[src/rtl/core/lmx4_pkg.sv]
`default_nettype none

package lmx4_pkg;

  // Default sizes of the frame stores
  localparam int DEF_MAX_COLS   = 32;
  localparam int DEF_MAX_ROWS   = 1024;
  localparam int DEF_PIXEL_BITS = 16;

  // Fixed field widths of the ports
  localparam int PEAK_ROW_W = 10;
  localparam int PEAK_COL_W = 5;
  localparam int CFG_ROWS_W = 11;
  localparam int CFG_COLS_W = 6;
  localparam int CFG_DATA_W = 11;
  localparam int CFG_IDX_W  = 1;

  // Register indexes
  localparam logic [CFG_IDX_W-1:0] REG_FRAME_ROWS = 1'b0;
  localparam logic [CFG_IDX_W-1:0] REG_FRAME_COLS = 1'b1;

  // Register reset values
  localparam logic [CFG_ROWS_W-1:0] FRAME_ROWS_RST = 11'd16;
  localparam logic [CFG_COLS_W-1:0] FRAME_COLS_RST = 6'd16;

  // Per-cycle control broadcast to one cell
  typedef struct packed {
    logic wr;        // store the incoming pixel in this column
    logic rot;       // row end: newest -> middle -> older
    logic above_en;  // the row above the middle row exists
  } lmx4_cell_ctl_t;

  // Peak verdicts from one cell
  typedef struct packed {
    logic dec;  // middle entry is a peak, incoming pixel below
    logic fl;   // middle entry is a peak of the final row, nothing below
  } lmx4_flags_t;

endpackage

`default_nettype wire

[src/rtl/core/lmx4_cell.sv]
`default_nettype none

module lmx4_cell import lmx4_pkg::*; #(
  parameter int PIXEL_BITS = DEF_PIXEL_BITS
) (
  input  wire logic                         clk,
  input  wire lmx4_cell_ctl_t               ctl,
  input  wire logic signed [PIXEL_BITS-1:0] pixel,
  input  wire logic signed [PIXEL_BITS-1:0] left_mid,
  input  wire logic signed [PIXEL_BITS-1:0] right_mid,
  input  wire logic                         has_left,
  input  wire logic                         has_right,
  output logic signed [PIXEL_BITS-1:0]      mid_q,
  output lmx4_flags_t                       flags
);

  logic signed [PIXEL_BITS-1:0] older_r;
  logic signed [PIXEL_BITS-1:0] middle_r;
  logic signed [PIXEL_BITS-1:0] newest_r;
  logic                         ge_above;
  logic                         ge_below;
  logic                         ge_side;

  // Take the pixel for this column; rotate the three rows at row end
  always_ff @(posedge clk) begin
    if (ctl.wr) begin
      newest_r <= pixel;
    end
    if (ctl.rot) begin
      older_r  <= middle_r;
      middle_r <= ctl.wr ? pixel : newest_r;
    end
  end

  // Compare the middle entry with its existing neighbours
  always_comb begin
    ge_above = middle_r >= older_r;
    ge_below = middle_r >= pixel;
    ge_side  = (!has_left || (middle_r >= left_mid)) &&
               (!has_right || (middle_r >= right_mid));
    flags.dec = (!ctl.above_en || ge_above) && ge_below && ge_side;
    flags.fl  = ge_above && ge_side;
  end

  assign mid_q = middle_r;

endmodule

`default_nettype wire

[src/rtl/core/local_maxima_4_neighbour_2d_core.sv]
`default_nettype none

// Channel  Direction  Payload                                   Accepted when
// in_      input      in_pixel                                  in_valid & in_ready
// out_     output     out_peak_row, out_peak_col, out_run_last  out_valid & out_ready
// cfg_     input      cfg_index, cfg_data                       cfg_wr_en
//
// One pixel per cycle while the output register is free; row r is decided
// as row r+1 streams in, in the column cells, so a pixel other than the final one of a frame gives at most one peak.
// The final pixel of a frame holds the input while the final row's peak flags are
// captured and then scanned one flag a cycle up to the last set one, through the
// single output register; a set flag waits while that register is stalled.
// Reset is synchronous, active low, clears control state only; a write restarts the frame.

module local_maxima_4_neighbour_2d_core import lmx4_pkg::*; #(
  parameter int MAX_COLS   = DEF_MAX_COLS,
  parameter int MAX_ROWS   = DEF_MAX_ROWS,
  parameter int PIXEL_BITS = DEF_PIXEL_BITS
) (
  input  wire logic                         clk,
  input  wire logic                         rst_n,
  input  wire logic                         in_valid,
  output logic                              in_ready,
  input  wire logic signed [PIXEL_BITS-1:0] in_pixel,
  output logic                              out_valid,
  input  wire logic                         out_ready,
  output logic [PEAK_ROW_W-1:0]             out_peak_row,
  output logic [PEAK_COL_W-1:0]             out_peak_col,
  output logic                              out_run_last,
  input  wire logic                         cfg_wr_en,
  input  wire logic [CFG_IDX_W-1:0]         cfg_index,
  input  wire logic [CFG_DATA_W-1:0]        cfg_data
);

  localparam int CW  = (MAX_COLS > 1) ? $clog2(MAX_COLS) : 1;
  localparam int RW  = (MAX_ROWS > 1) ? $clog2(MAX_ROWS) : 1;
  localparam int CCW = $clog2(MAX_COLS + 1);
  localparam int RCW = $clog2(MAX_ROWS + 1);

  localparam logic [1:0] S_RUN   = 2'd0;
  localparam logic [1:0] S_LOAD  = 2'd1;
  localparam logic [1:0] S_FLUSH = 2'd2;

  logic [1:0]            state_r, state_nxt;
  logic [CFG_ROWS_W-1:0] frame_rows_r;
  logic [CFG_COLS_W-1:0] frame_cols_r;
  logic [RW-1:0]         row_r, row_nxt;
  logic [CW-1:0]         col_r, col_nxt;
  logic [RCW-1:0]        rows_eff;
  logic [CCW-1:0]        cols_eff;

  logic                  out_valid_r, out_valid_nxt;
  logic [RW-1:0]         out_row_r, out_row_nxt;
  logic [CW-1:0]         out_col_r, out_col_nxt;
  logic                  out_last_r, out_last_nxt;

  logic                  dec_pend_r, dec_pend_nxt;
  logic [RW-1:0]         dec_row_r, dec_row_nxt;
  logic [CW-1:0]         dec_col_r, dec_col_nxt;
  logic [RW-1:0]         fin_row_r, fin_row_nxt;
  logic [MAX_COLS:0]     mask_r, mask_nxt;
  logic [CCW-1:0]        idx_r, idx_nxt;

  logic                  in_acc;
  logic                  out_free;
  logic                  last_col;
  logic                  last_row;
  logic                  dec_sel;
  logic [MAX_COLS:0]     mask_shift;

  logic signed [PIXEL_BITS-1:0] mid_q   [MAX_COLS];
  logic signed [PIXEL_BITS-1:0] mid_ext [MAX_COLS+2];
  lmx4_cell_ctl_t               cell_ctl [MAX_COLS];
  lmx4_flags_t                  cell_flags [MAX_COLS];
  logic [MAX_COLS-1:0]          dec_vec;
  logic [MAX_COLS-1:0]          fl_vec;

  // Clamp the frame size to the supported range
  always_comb begin
    if (frame_rows_r < CFG_ROWS_W'(2)) begin
      rows_eff = RCW'(2);
    end else if (32'(frame_rows_r) > 32'(MAX_ROWS)) begin
      rows_eff = RCW'(MAX_ROWS);
    end else begin
      rows_eff = RCW'(frame_rows_r);
    end
    if (frame_cols_r < CFG_COLS_W'(2)) begin
      cols_eff = CCW'(2);
    end else if (32'(frame_cols_r) > 32'(MAX_COLS)) begin
      cols_eff = CCW'(MAX_COLS);
    end else begin
      cols_eff = CCW'(frame_cols_r);
    end
  end

  assign out_free = !out_valid_r || out_ready;
  assign in_ready = (state_r == S_RUN) && out_free;
  assign in_acc   = in_valid && in_ready;
  assign last_col = (32'(col_r) + 32'd1) == 32'(cols_eff);
  assign last_row = (32'(row_r) + 32'd1) == 32'(rows_eff);

  // Column cells, each seeing the middle entries of its neighbours
  assign mid_ext[0]          = '0;
  assign mid_ext[MAX_COLS+1] = '0;

  for (genvar k = 0; k < MAX_COLS; k++) begin : g_cell
    assign mid_ext[k+1]          = mid_q[k];
    assign cell_ctl[k].wr        = in_acc && (32'(col_r) == 32'(k));
    assign cell_ctl[k].rot       = in_acc && last_col;
    assign cell_ctl[k].above_en  = 32'(row_r) >= 32'd2;
    assign dec_vec[k]            = cell_flags[k].dec;
    assign fl_vec[k]             = cell_flags[k].fl && (32'(k) < 32'(cols_eff));

    lmx4_cell #(
      .PIXEL_BITS (PIXEL_BITS)
    ) u_cell (
      .clk       (clk),
      .ctl       (cell_ctl[k]),
      .pixel     (in_pixel),
      .left_mid  (mid_ext[k]),
      .right_mid (mid_ext[k+2]),
      .has_left  (k > 0),
      .has_right (32'(k + 1) < 32'(cols_eff)),
      .mid_q     (mid_q[k]),
      .flags     (cell_flags[k])
    );
  end

  assign dec_sel    = dec_vec[col_r];
  assign mask_shift = mask_r >> 1;

  // Frame position, decisions and final-row scan
  always_comb begin
    state_nxt     = state_r;
    row_nxt       = row_r;
    col_nxt       = col_r;
    dec_pend_nxt  = dec_pend_r;
    dec_row_nxt   = dec_row_r;
    dec_col_nxt   = dec_col_r;
    fin_row_nxt   = fin_row_r;
    mask_nxt      = mask_r;
    idx_nxt       = idx_r;
    out_valid_nxt = out_valid_r && !out_ready;
    out_row_nxt   = out_row_r;
    out_col_nxt   = out_col_r;
    out_last_nxt  = out_last_r;

    case (state_r)
      S_RUN: begin
        if (in_acc) begin
          if (last_row && last_col) begin
            // hold the decision of the row above until the final row is known
            dec_pend_nxt = dec_sel;
            dec_row_nxt  = row_r - 1'b1;
            dec_col_nxt  = col_r;
            fin_row_nxt  = row_r;
            state_nxt    = S_LOAD;
          end else if ((row_r != '0) && dec_sel) begin
            out_valid_nxt = 1'b1;
            out_row_nxt   = row_r - 1'b1;
            out_col_nxt   = col_r;
            out_last_nxt  = 1'b1;
          end
          if (last_col) begin
            col_nxt = '0;
            row_nxt = last_row ? '0 : row_r + 1'b1;
          end else begin
            col_nxt = col_r + 1'b1;
          end
        end
      end
      S_LOAD: begin
        mask_nxt  = {fl_vec, dec_pend_r};
        idx_nxt   = '0;
        state_nxt = S_FLUSH;
      end
      S_FLUSH: begin
        if (out_free || !mask_r[0]) begin
          if (mask_r[0]) begin
            out_valid_nxt = 1'b1;
            out_row_nxt   = (idx_r == '0) ? dec_row_r : fin_row_r;
            out_col_nxt   = (idx_r == '0) ? dec_col_r : CW'(idx_r - 1'b1);
            out_last_nxt  = (mask_shift == '0);
          end
          mask_nxt = mask_shift;
          idx_nxt  = idx_r + 1'b1;
          if (mask_shift == '0) begin
            state_nxt = S_RUN;
          end
        end
      end
      default: begin
        state_nxt = S_RUN;
      end
    endcase

    // a register write restarts the frame
    if (cfg_wr_en) begin
      row_nxt   = '0;
      col_nxt   = '0;
      state_nxt = S_RUN;
    end
  end

  // Control state
  always_ff @(posedge clk) begin
    if (!rst_n) begin
      state_r      <= S_RUN;
      row_r        <= '0;
      col_r        <= '0;
      out_valid_r  <= 1'b0;
      frame_rows_r <= FRAME_ROWS_RST;
      frame_cols_r <= FRAME_COLS_RST;
    end else begin
      state_r     <= state_nxt;
      row_r       <= row_nxt;
      col_r       <= col_nxt;
      out_valid_r <= out_valid_nxt;
      if (cfg_wr_en) begin
        case (cfg_index)
          REG_FRAME_ROWS: frame_rows_r <= cfg_data[CFG_ROWS_W-1:0];
          REG_FRAME_COLS: frame_cols_r <= cfg_data[CFG_COLS_W-1:0];
          default: ;
        endcase
      end
    end
  end

  // Payload and scan registers
  always_ff @(posedge clk) begin
    out_row_r  <= out_row_nxt;
    out_col_r  <= out_col_nxt;
    out_last_r <= out_last_nxt;
    dec_pend_r <= dec_pend_nxt;
    dec_row_r  <= dec_row_nxt;
    dec_col_r  <= dec_col_nxt;
    fin_row_r  <= fin_row_nxt;
    mask_r     <= mask_nxt;
    idx_r      <= idx_nxt;
  end

  assign out_valid    = out_valid_r;
  assign out_peak_row = PEAK_ROW_W'(out_row_r);
  assign out_peak_col = PEAK_COL_W'(out_col_r);
  assign out_run_last = out_last_r;

endmodule

`default_nettype wire

[config.mk]
export PLATFORM = sky130hd
export DESIGN_NAME = local_maxima_4_neighbour_2d_core
export DESIGN_NICKNAME = d
export VERILOG_FILES = /design/src/rtl/core/lmx4_pkg.sv /design/src/rtl/core/lmx4_cell.sv /design/src/rtl/core/local_maxima_4_neighbour_2d_core.sv
export SDC_FILE = /design/constraint.sdc
export NUM_CORES = 2
export LEC_CHECK = 0
export BUFFER_PORTS_ARGS = -buffer_cell sky130_fd_sc_hd__buf_2
export CAP_MARGIN = 25
export CORE_ASPECT_RATIO = 1.25
export CORE_MARGIN = 3
export CORE_UTILIZATION = 55
export DETAILED_ROUTE_END_ITERATION = 10
export GPL_TIMING_DRIVEN = 0
export PLACE_DENSITY = 0.79
export SLEW_MARGIN = 20
export SYNTH_ARGS = -nofsm -noshare
export SYNTH_HDL_FRONTEND = slang
export SYNTH_SLANG_ARGS = --single-unit
[constraint.sdc]
create_clock -name clk -period 29.9 [get_ports clk]
set_input_delay 7.475 -clock clk [delete_from_list [all_inputs] [get_ports clk]]
set_output_delay 7.475 -clock clk [all_outputs]
set_load 0.02 [all_outputs]
After elaboration in Yosys (flattened, before gate mapping)
Cells that the tools add are included.
Operators by class
  $add $sub $neg: 7
  magnitude comparators: 166
  equal/unequal tests: 42
  multiplexer cells: 75
  bitwise gates (word level): 2
  reductions and logical operators: 315
Operators by type and width (count)
  16-bit greater-or-equal comparator: 126
  16-bit 2-to-1 mux: 32
  1-bit logical AND: 197
  5-bit by 6-bit < comparator with 1-bit output, first input constant: 16
  5-bit == test, second input constant: 16
  10-bit 2-to-1 mux: 7
  1-bit logical OR: 66
  33-bit case mux with 2 select lines: 1
  4-bit by 6-bit < comparator with 1-bit output, first input constant: 8
  5-bit by 4-bit == test with 1-bit output, second input constant: 8
  1-bit zero test: 36
  5-bit 2-to-1 mux: 7
  33-bit zero test: 1
  33-bit 2-to-1 mux: 1
  3-bit by 6-bit < comparator with 1-bit output, first input constant: 4
  11-bit 2-to-1 mux: 2
  5-bit by 3-bit == test with 1-bit output, second input constant: 4
  10-bit case mux with 2 select lines: 1
  6-bit 2-to-1 mux: 3
  16-bit by 1-bit greater-or-equal comparator with 1-bit output, second input constant: 1
  1-bit by 6-bit < comparator with 1-bit output, first input constant: 2
  2-bit by 6-bit < comparator with 1-bit output, first input constant: 2
  6-bit case mux with 2 select lines: 1
  10-bit by 1-bit adder with 11-bit output, second input constant: 1
  other kinds (38): 64
Storage, ports and cells
  flip-flop bits (word level): 1652
  input bits: 33
  word-level logic and storage cells: 718

Longest topological paths before layout
  depth after elaboration: 15
  depth in mapped cells: 16
  mapped depth without buffers: 14

Hierarchy
Synthesis repeated with hierarchy kept, for this count alone.
Unflattened totals
  cell total of the unflattened synthesis: 10351
  area total of the unflattened synthesis: 108188.8 µm²
Modules (own cells, without submodules)
  lmx4_cell: times used 32, cells each 300, area an instance 3170.5 µm²
  local_maxima_4_neighbour_2d_core: times used 1, cells each 751, area an instance 6731.5 µm²

Least setup slack after synthesis
OpenSTA, ideal clock, no wires.
  kind: input port to flip-flop
  start: input out_ready
  end: register g_cell[0].u_cell.middle_r[0] (enable)
  arrival time: 28.378 ns
  path slack: 0.166 ns
  stages on the path: 6
  path buffers: 1
  path through: nor2b_1 -> nor3_1 -> nand2_1 -> or2_2 -> clkbuf_1 -> inv_1
RTL lines
  from (decl): line local_maxima_4_neighbour_2d_core.sv:26  | input wire logic out_ready,
  to (signal assigned): line lmx4_cell.sv:31  | middle_r <= ctl.wr ? pixel : newest_r;
  to (decl): line lmx4_cell.sv:18  | logic signed [PIXEL_BITS-1:0] middle_r;

Worst setup path in the final report
  start: input out_ready
  end: output in_ready
Between the ends
  longest elaborated chain between the ends: 2
RTL lines
  1-bit logical OR: line local_maxima_4_neighbour_2d_core.sv:96  | assign out_free = !out_valid_r || out_ready;
  1-bit logical AND: line local_maxima_4_neighbour_2d_core.sv:97  | assign in_ready = (state_r == S_RUN) && out_free;
  to (decl): line local_maxima_4_neighbour_2d_core.sv:23  | output logic in_ready,
No other way between the ends.

==> impl_metrics.json <==
{
  "status": "complete, no violations",
  "post-route-min-period_ps": 16320,
  "grt_max_degree": 112,
  "utilization_pct": 61.2,
  "hold_path_startpoint": "row_r[6]",
  "powerDensity_nw_per_um2": 49.1,
  "setup.worst_path.start_class": "input port",
  "syn2layout_area_growth_pct": 10.5,
  "final-hold-violation-count": 0,
  "synth.avg_cell_area_um2": 11.0,
  "synth-edff-count": 1105,
  "num_vias": 68000,
  "mappedNetlistNets": 9761,
  "totalWireLength_um": 266000,
  "post_cts_resized": 0,
  "grt.overflow.total": 0,
  "cp.arrival_ps": 8840,
  "setup.worst_path.start": "out_ready",
  "irDropWorstVdd_mv": 0.0671,
  "worst_reg2reg_setup_slack_ps": 23220,
  "p_leak_nw": 42.7,
  "finalClockSkew_ps": 34.4,
  "dp.final_hpwl_um": 188000,
  "gp_congestion": 0.939,
  "die_height_um": 458,
  "cts.reportedPaths.clkPinSlew_ps": 60,
  "synth_largest_type_area_fraction_pct": 37.0,
  "avgRoutedWirePerCell_um": 24.7,
  "fraction_of_final_layout_cells_sized_beyond_drive_strength_1_pct": 6.77,
  "cts-buffers-inserted": 160,
  "port_buffers": 49,
  "first_global_vias": 68500,
  "post-synth-top-count-cell": "sky130_fd_sc_hd__ha_1",
  "crit_required_ps": 22430,
  "dieArea_um2": 168000,
  "yosysTopAreaCell": "sky130_fd_sc_hd__edfxtp_1",
  "cts-root-to-sink-buffers": 3,
  "ant_nets": 0,
  "floorplan.rows": 165,
  "worst_hold_path_type": "flip-flop to flip-flop",
  "synth.top_cells.by_area": "sky130_fd_sc_hd__edfxtp_1 37%, sky130_fd_sc_hd__ha_1 21%, sky130_fd_sc_hd__dfxtp_1 12%, sky130_fd_sc_hd__inv_1 4.3%, sky130_fd_sc_hd__o21ai_0 3.2%",
  "antenna_found_initial": 17,
  "nets": 10000,
  "grt_setup_unrepaired": "no",
  "relative_slew_margins_pct": 22.7,
  "drtIter0Drc": 6961,
  "final_cells": 10800,
  "post_cts_buffers": 0,
  "post_synth_instance_area_um2": 89800,
  "finalMaxSlewViolations": 0,
  "synth_flop_cell": "sky130_fd_sc_hd__edfxtp_1",
  "n_fill_cell": 12200,
  "synthTopCellsByCount": "1,532 x sky130_fd_sc_hd__ha_1, 1,105 x sky130_fd_sc_hd__edfxtp_1, 1,021 x sky130_fd_sc_hd__inv_1, 774 x sky130_fd_sc_hd__nand2_1, 583 x sky130_fd_sc_hd__o21ai_0",
  "max_freq_mhz": 61.3,
  "critPathCaptureType": "primary output",
  "post_route_drc_violation_count": 0,
  "worstMarginPinSlew_ps": 1160,
  "top_level_ports": 51,
  "critical_path_peak_fanout": 4,
  "max-cap-violations": 0,
  "total_core_area_um2": 162000,
  "master_cell_of_the_clock_root_buffer": "sky130_fd_sc_hd__clkbuf_16",
  "numPlacedInstances": 10500,
  "worst_r2r_startpoint": "col_r[0]",
  "chipWidth_um": 367,
  "synth_sequential_area_ratio_pct": 49.2,
  "synth_async_sr_flop_share_pct": 0,
  "gate_count_after_technology_mapping": 8196,
  "number_of_vias_per_cell_after_detailed_routing": 6.31,
  "clock_tree_from_tritoncts": "yes",
  "worstSetupPathType": "input port to primary output",
  "setup_viol_count_final": 0,
  "clock_tree.htree_level_count": 4,
  "grt_pass1_wl_um": 399000,
  "yosys_warnings": 0,
  "grt_usage_pct": 31.1,
  "worstSkewPairLatency_ps": 830,
  "detailedRoute.firstPassIterationCount": 5,
  "final.period_utilization_pct": 54.6,
  "ys_ff_latch": 1652,
  "numClockSinks": 1652,
  "synth.distinct_cells": 91,
  "starting_density_of_the_core_pct": 55.4,
  "postCtsHoldBufs": 0
}
-- where the power goes --
group          leakage, nW  internal [mW]  switching [mW]
clock network         2.67           1.19           0.913
registers             14.5           2.46          0.0212
logic                 25.5         0.0905           0.195
-- path summary, 6_finish.rpt --
path                                       end  cells after the start
setup / recovery                      in_ready                      4
hold / removal                    fin_row_r[6]                      0
setup reg to reg  g_cell[25].u_cell.older_r[2]                     15
hold reg to reg                   fin_row_r[6]                      0
-- cell type report --
class                      instances  area (um2)  area share (%)
antenna                           20        50.0          0.0504
buffer                           174         766           0.772
clock buffer                     207        4420            4.45
clock inverter                    92        1010            1.02
inverter                        1025        3850            3.89
multi-input combinational       5345       41200            41.5
sequential                      1652       44100            44.5
tap                             2171        2720            2.74
timing repair buffer              88        1080            1.09
-- sequential cells by signal (all words and copies together) (netlist names), 11 cells and up --
register / count
g_cell.u_cell.mid_q: 512
g_cell.u_cell.newest_r: 512
g_cell.u_cell.older_r: 512
mask_r: 33
frame_rows_r: 11
-- metrics by stage --
step | cell area [um2] | TNS [ps] | worst slack [ps] | hold slack [ps] | power (mW)
2_1_floorplan | 89800 | 0 | 166 | 403 | 2.69
3_3_place_gp | 92800 | -9360330 | -9290 | 407 | 2.80
3_5_place_dp | 93700 | 0 | 13730 | 416 | 2.80
4_1_cts | 99100 | 0 | 13720 | 427 | 4.87
5_1_grt | 99200 | 0 | 13680 | 435 | 4.99
6_report | 99200 | 0 | 13580 | 426 | 4.87
-- logic make-up after synthesis --
kind of cell	Yosys count	share of synthesized area [%]
and+or+nand+nor	1864	10.1
muxes	167	2.05
DFF	1652	49.2
xor gates and xnor gates	39	0.426
buffers and inverters	1199	5.05
adders and majority gates	1533	21.4
AOI/OAI and AO/OA	1742	11.9
-- critical path: stages --
cell and delay (ps):
sky130_fd_sc_hd__buf_2 200, sky130_fd_sc_hd__nor2b_1 140, sky130_fd_sc_hd__nor3_2 710, sky130_fd_sc_hd__buf_2 300
-- routing by layer --
layer	track usage [%]	routed length (um)	vias to the layer above
met5	0	45	-
met4	24.6	24100	6
met3	6.31	24400	1179
met2	50.3	122000	3526
met1	36.1	95500	32700
li1	-	-	30600
-- layout by cell type, fill, tap and decap left out, types with 20 or more instances in the layout --
cell type	Yosys	final
sky130_fd_sc_hd__buf_16	0	24
sky130_fd_sc_hd__mux2i_1	29	29
sky130_fd_sc_hd__nand2_1	774	774
sky130_fd_sc_hd__nor2_1	235	235
sky130_fd_sc_hd__xnor2_1	20	20
sky130_fd_sc_hd__a211oi_1	100	100
sky130_fd_sc_hd__ha_1	1532	1532
sky130_fd_sc_hd__clkbuf_2	0	21
sky130_fd_sc_hd__edfxtp_1	1105	1105
sky130_fd_sc_hd__nor2b_1	97	96
sky130_fd_sc_hd__o21ai_0	583	582
sky130_fd_sc_hd__o2111ai_1	20	20
sky130_fd_sc_hd__dfxtp_1	547	547
sky130_fd_sc_hd__clkinv_2	0	33
sky130_fd_sc_hd__inv_1	1021	1020
sky130_fd_sc_hd__nand2b_1	61	61
sky130_fd_sc_hd__a2111oi_0	30	28
sky130_fd_sc_hd__diode_2	0	20
sky130_fd_sc_hd__nand3_1	135	135
sky130_fd_sc_hd__a31oi_1	49	49
sky130_fd_sc_hd__o22ai_1	24	24
sky130_fd_sc_hd__nand4_1	270	270
sky130_fd_sc_hd__and4_1	34	34
sky130_fd_sc_hd__o211ai_1	67	67
sky130_fd_sc_hd__clkbuf_1	159	152
sky130_fd_sc_hd__nor3_1	81	78
sky130_fd_sc_hd__buf_2	7	58
sky130_fd_sc_hd__clkbuf_16	0	164
sky130_fd_sc_hd__a21o_1	151	151
sky130_fd_sc_hd__a21oi_1	497	497
sky130_fd_sc_hd__nor4_1	54	53
sky130_fd_sc_hd__and3_1	21	21
sky130_fd_sc_hd__mux2_2	138	138
No activity file was read; power rests on OpenSTA's default activity.
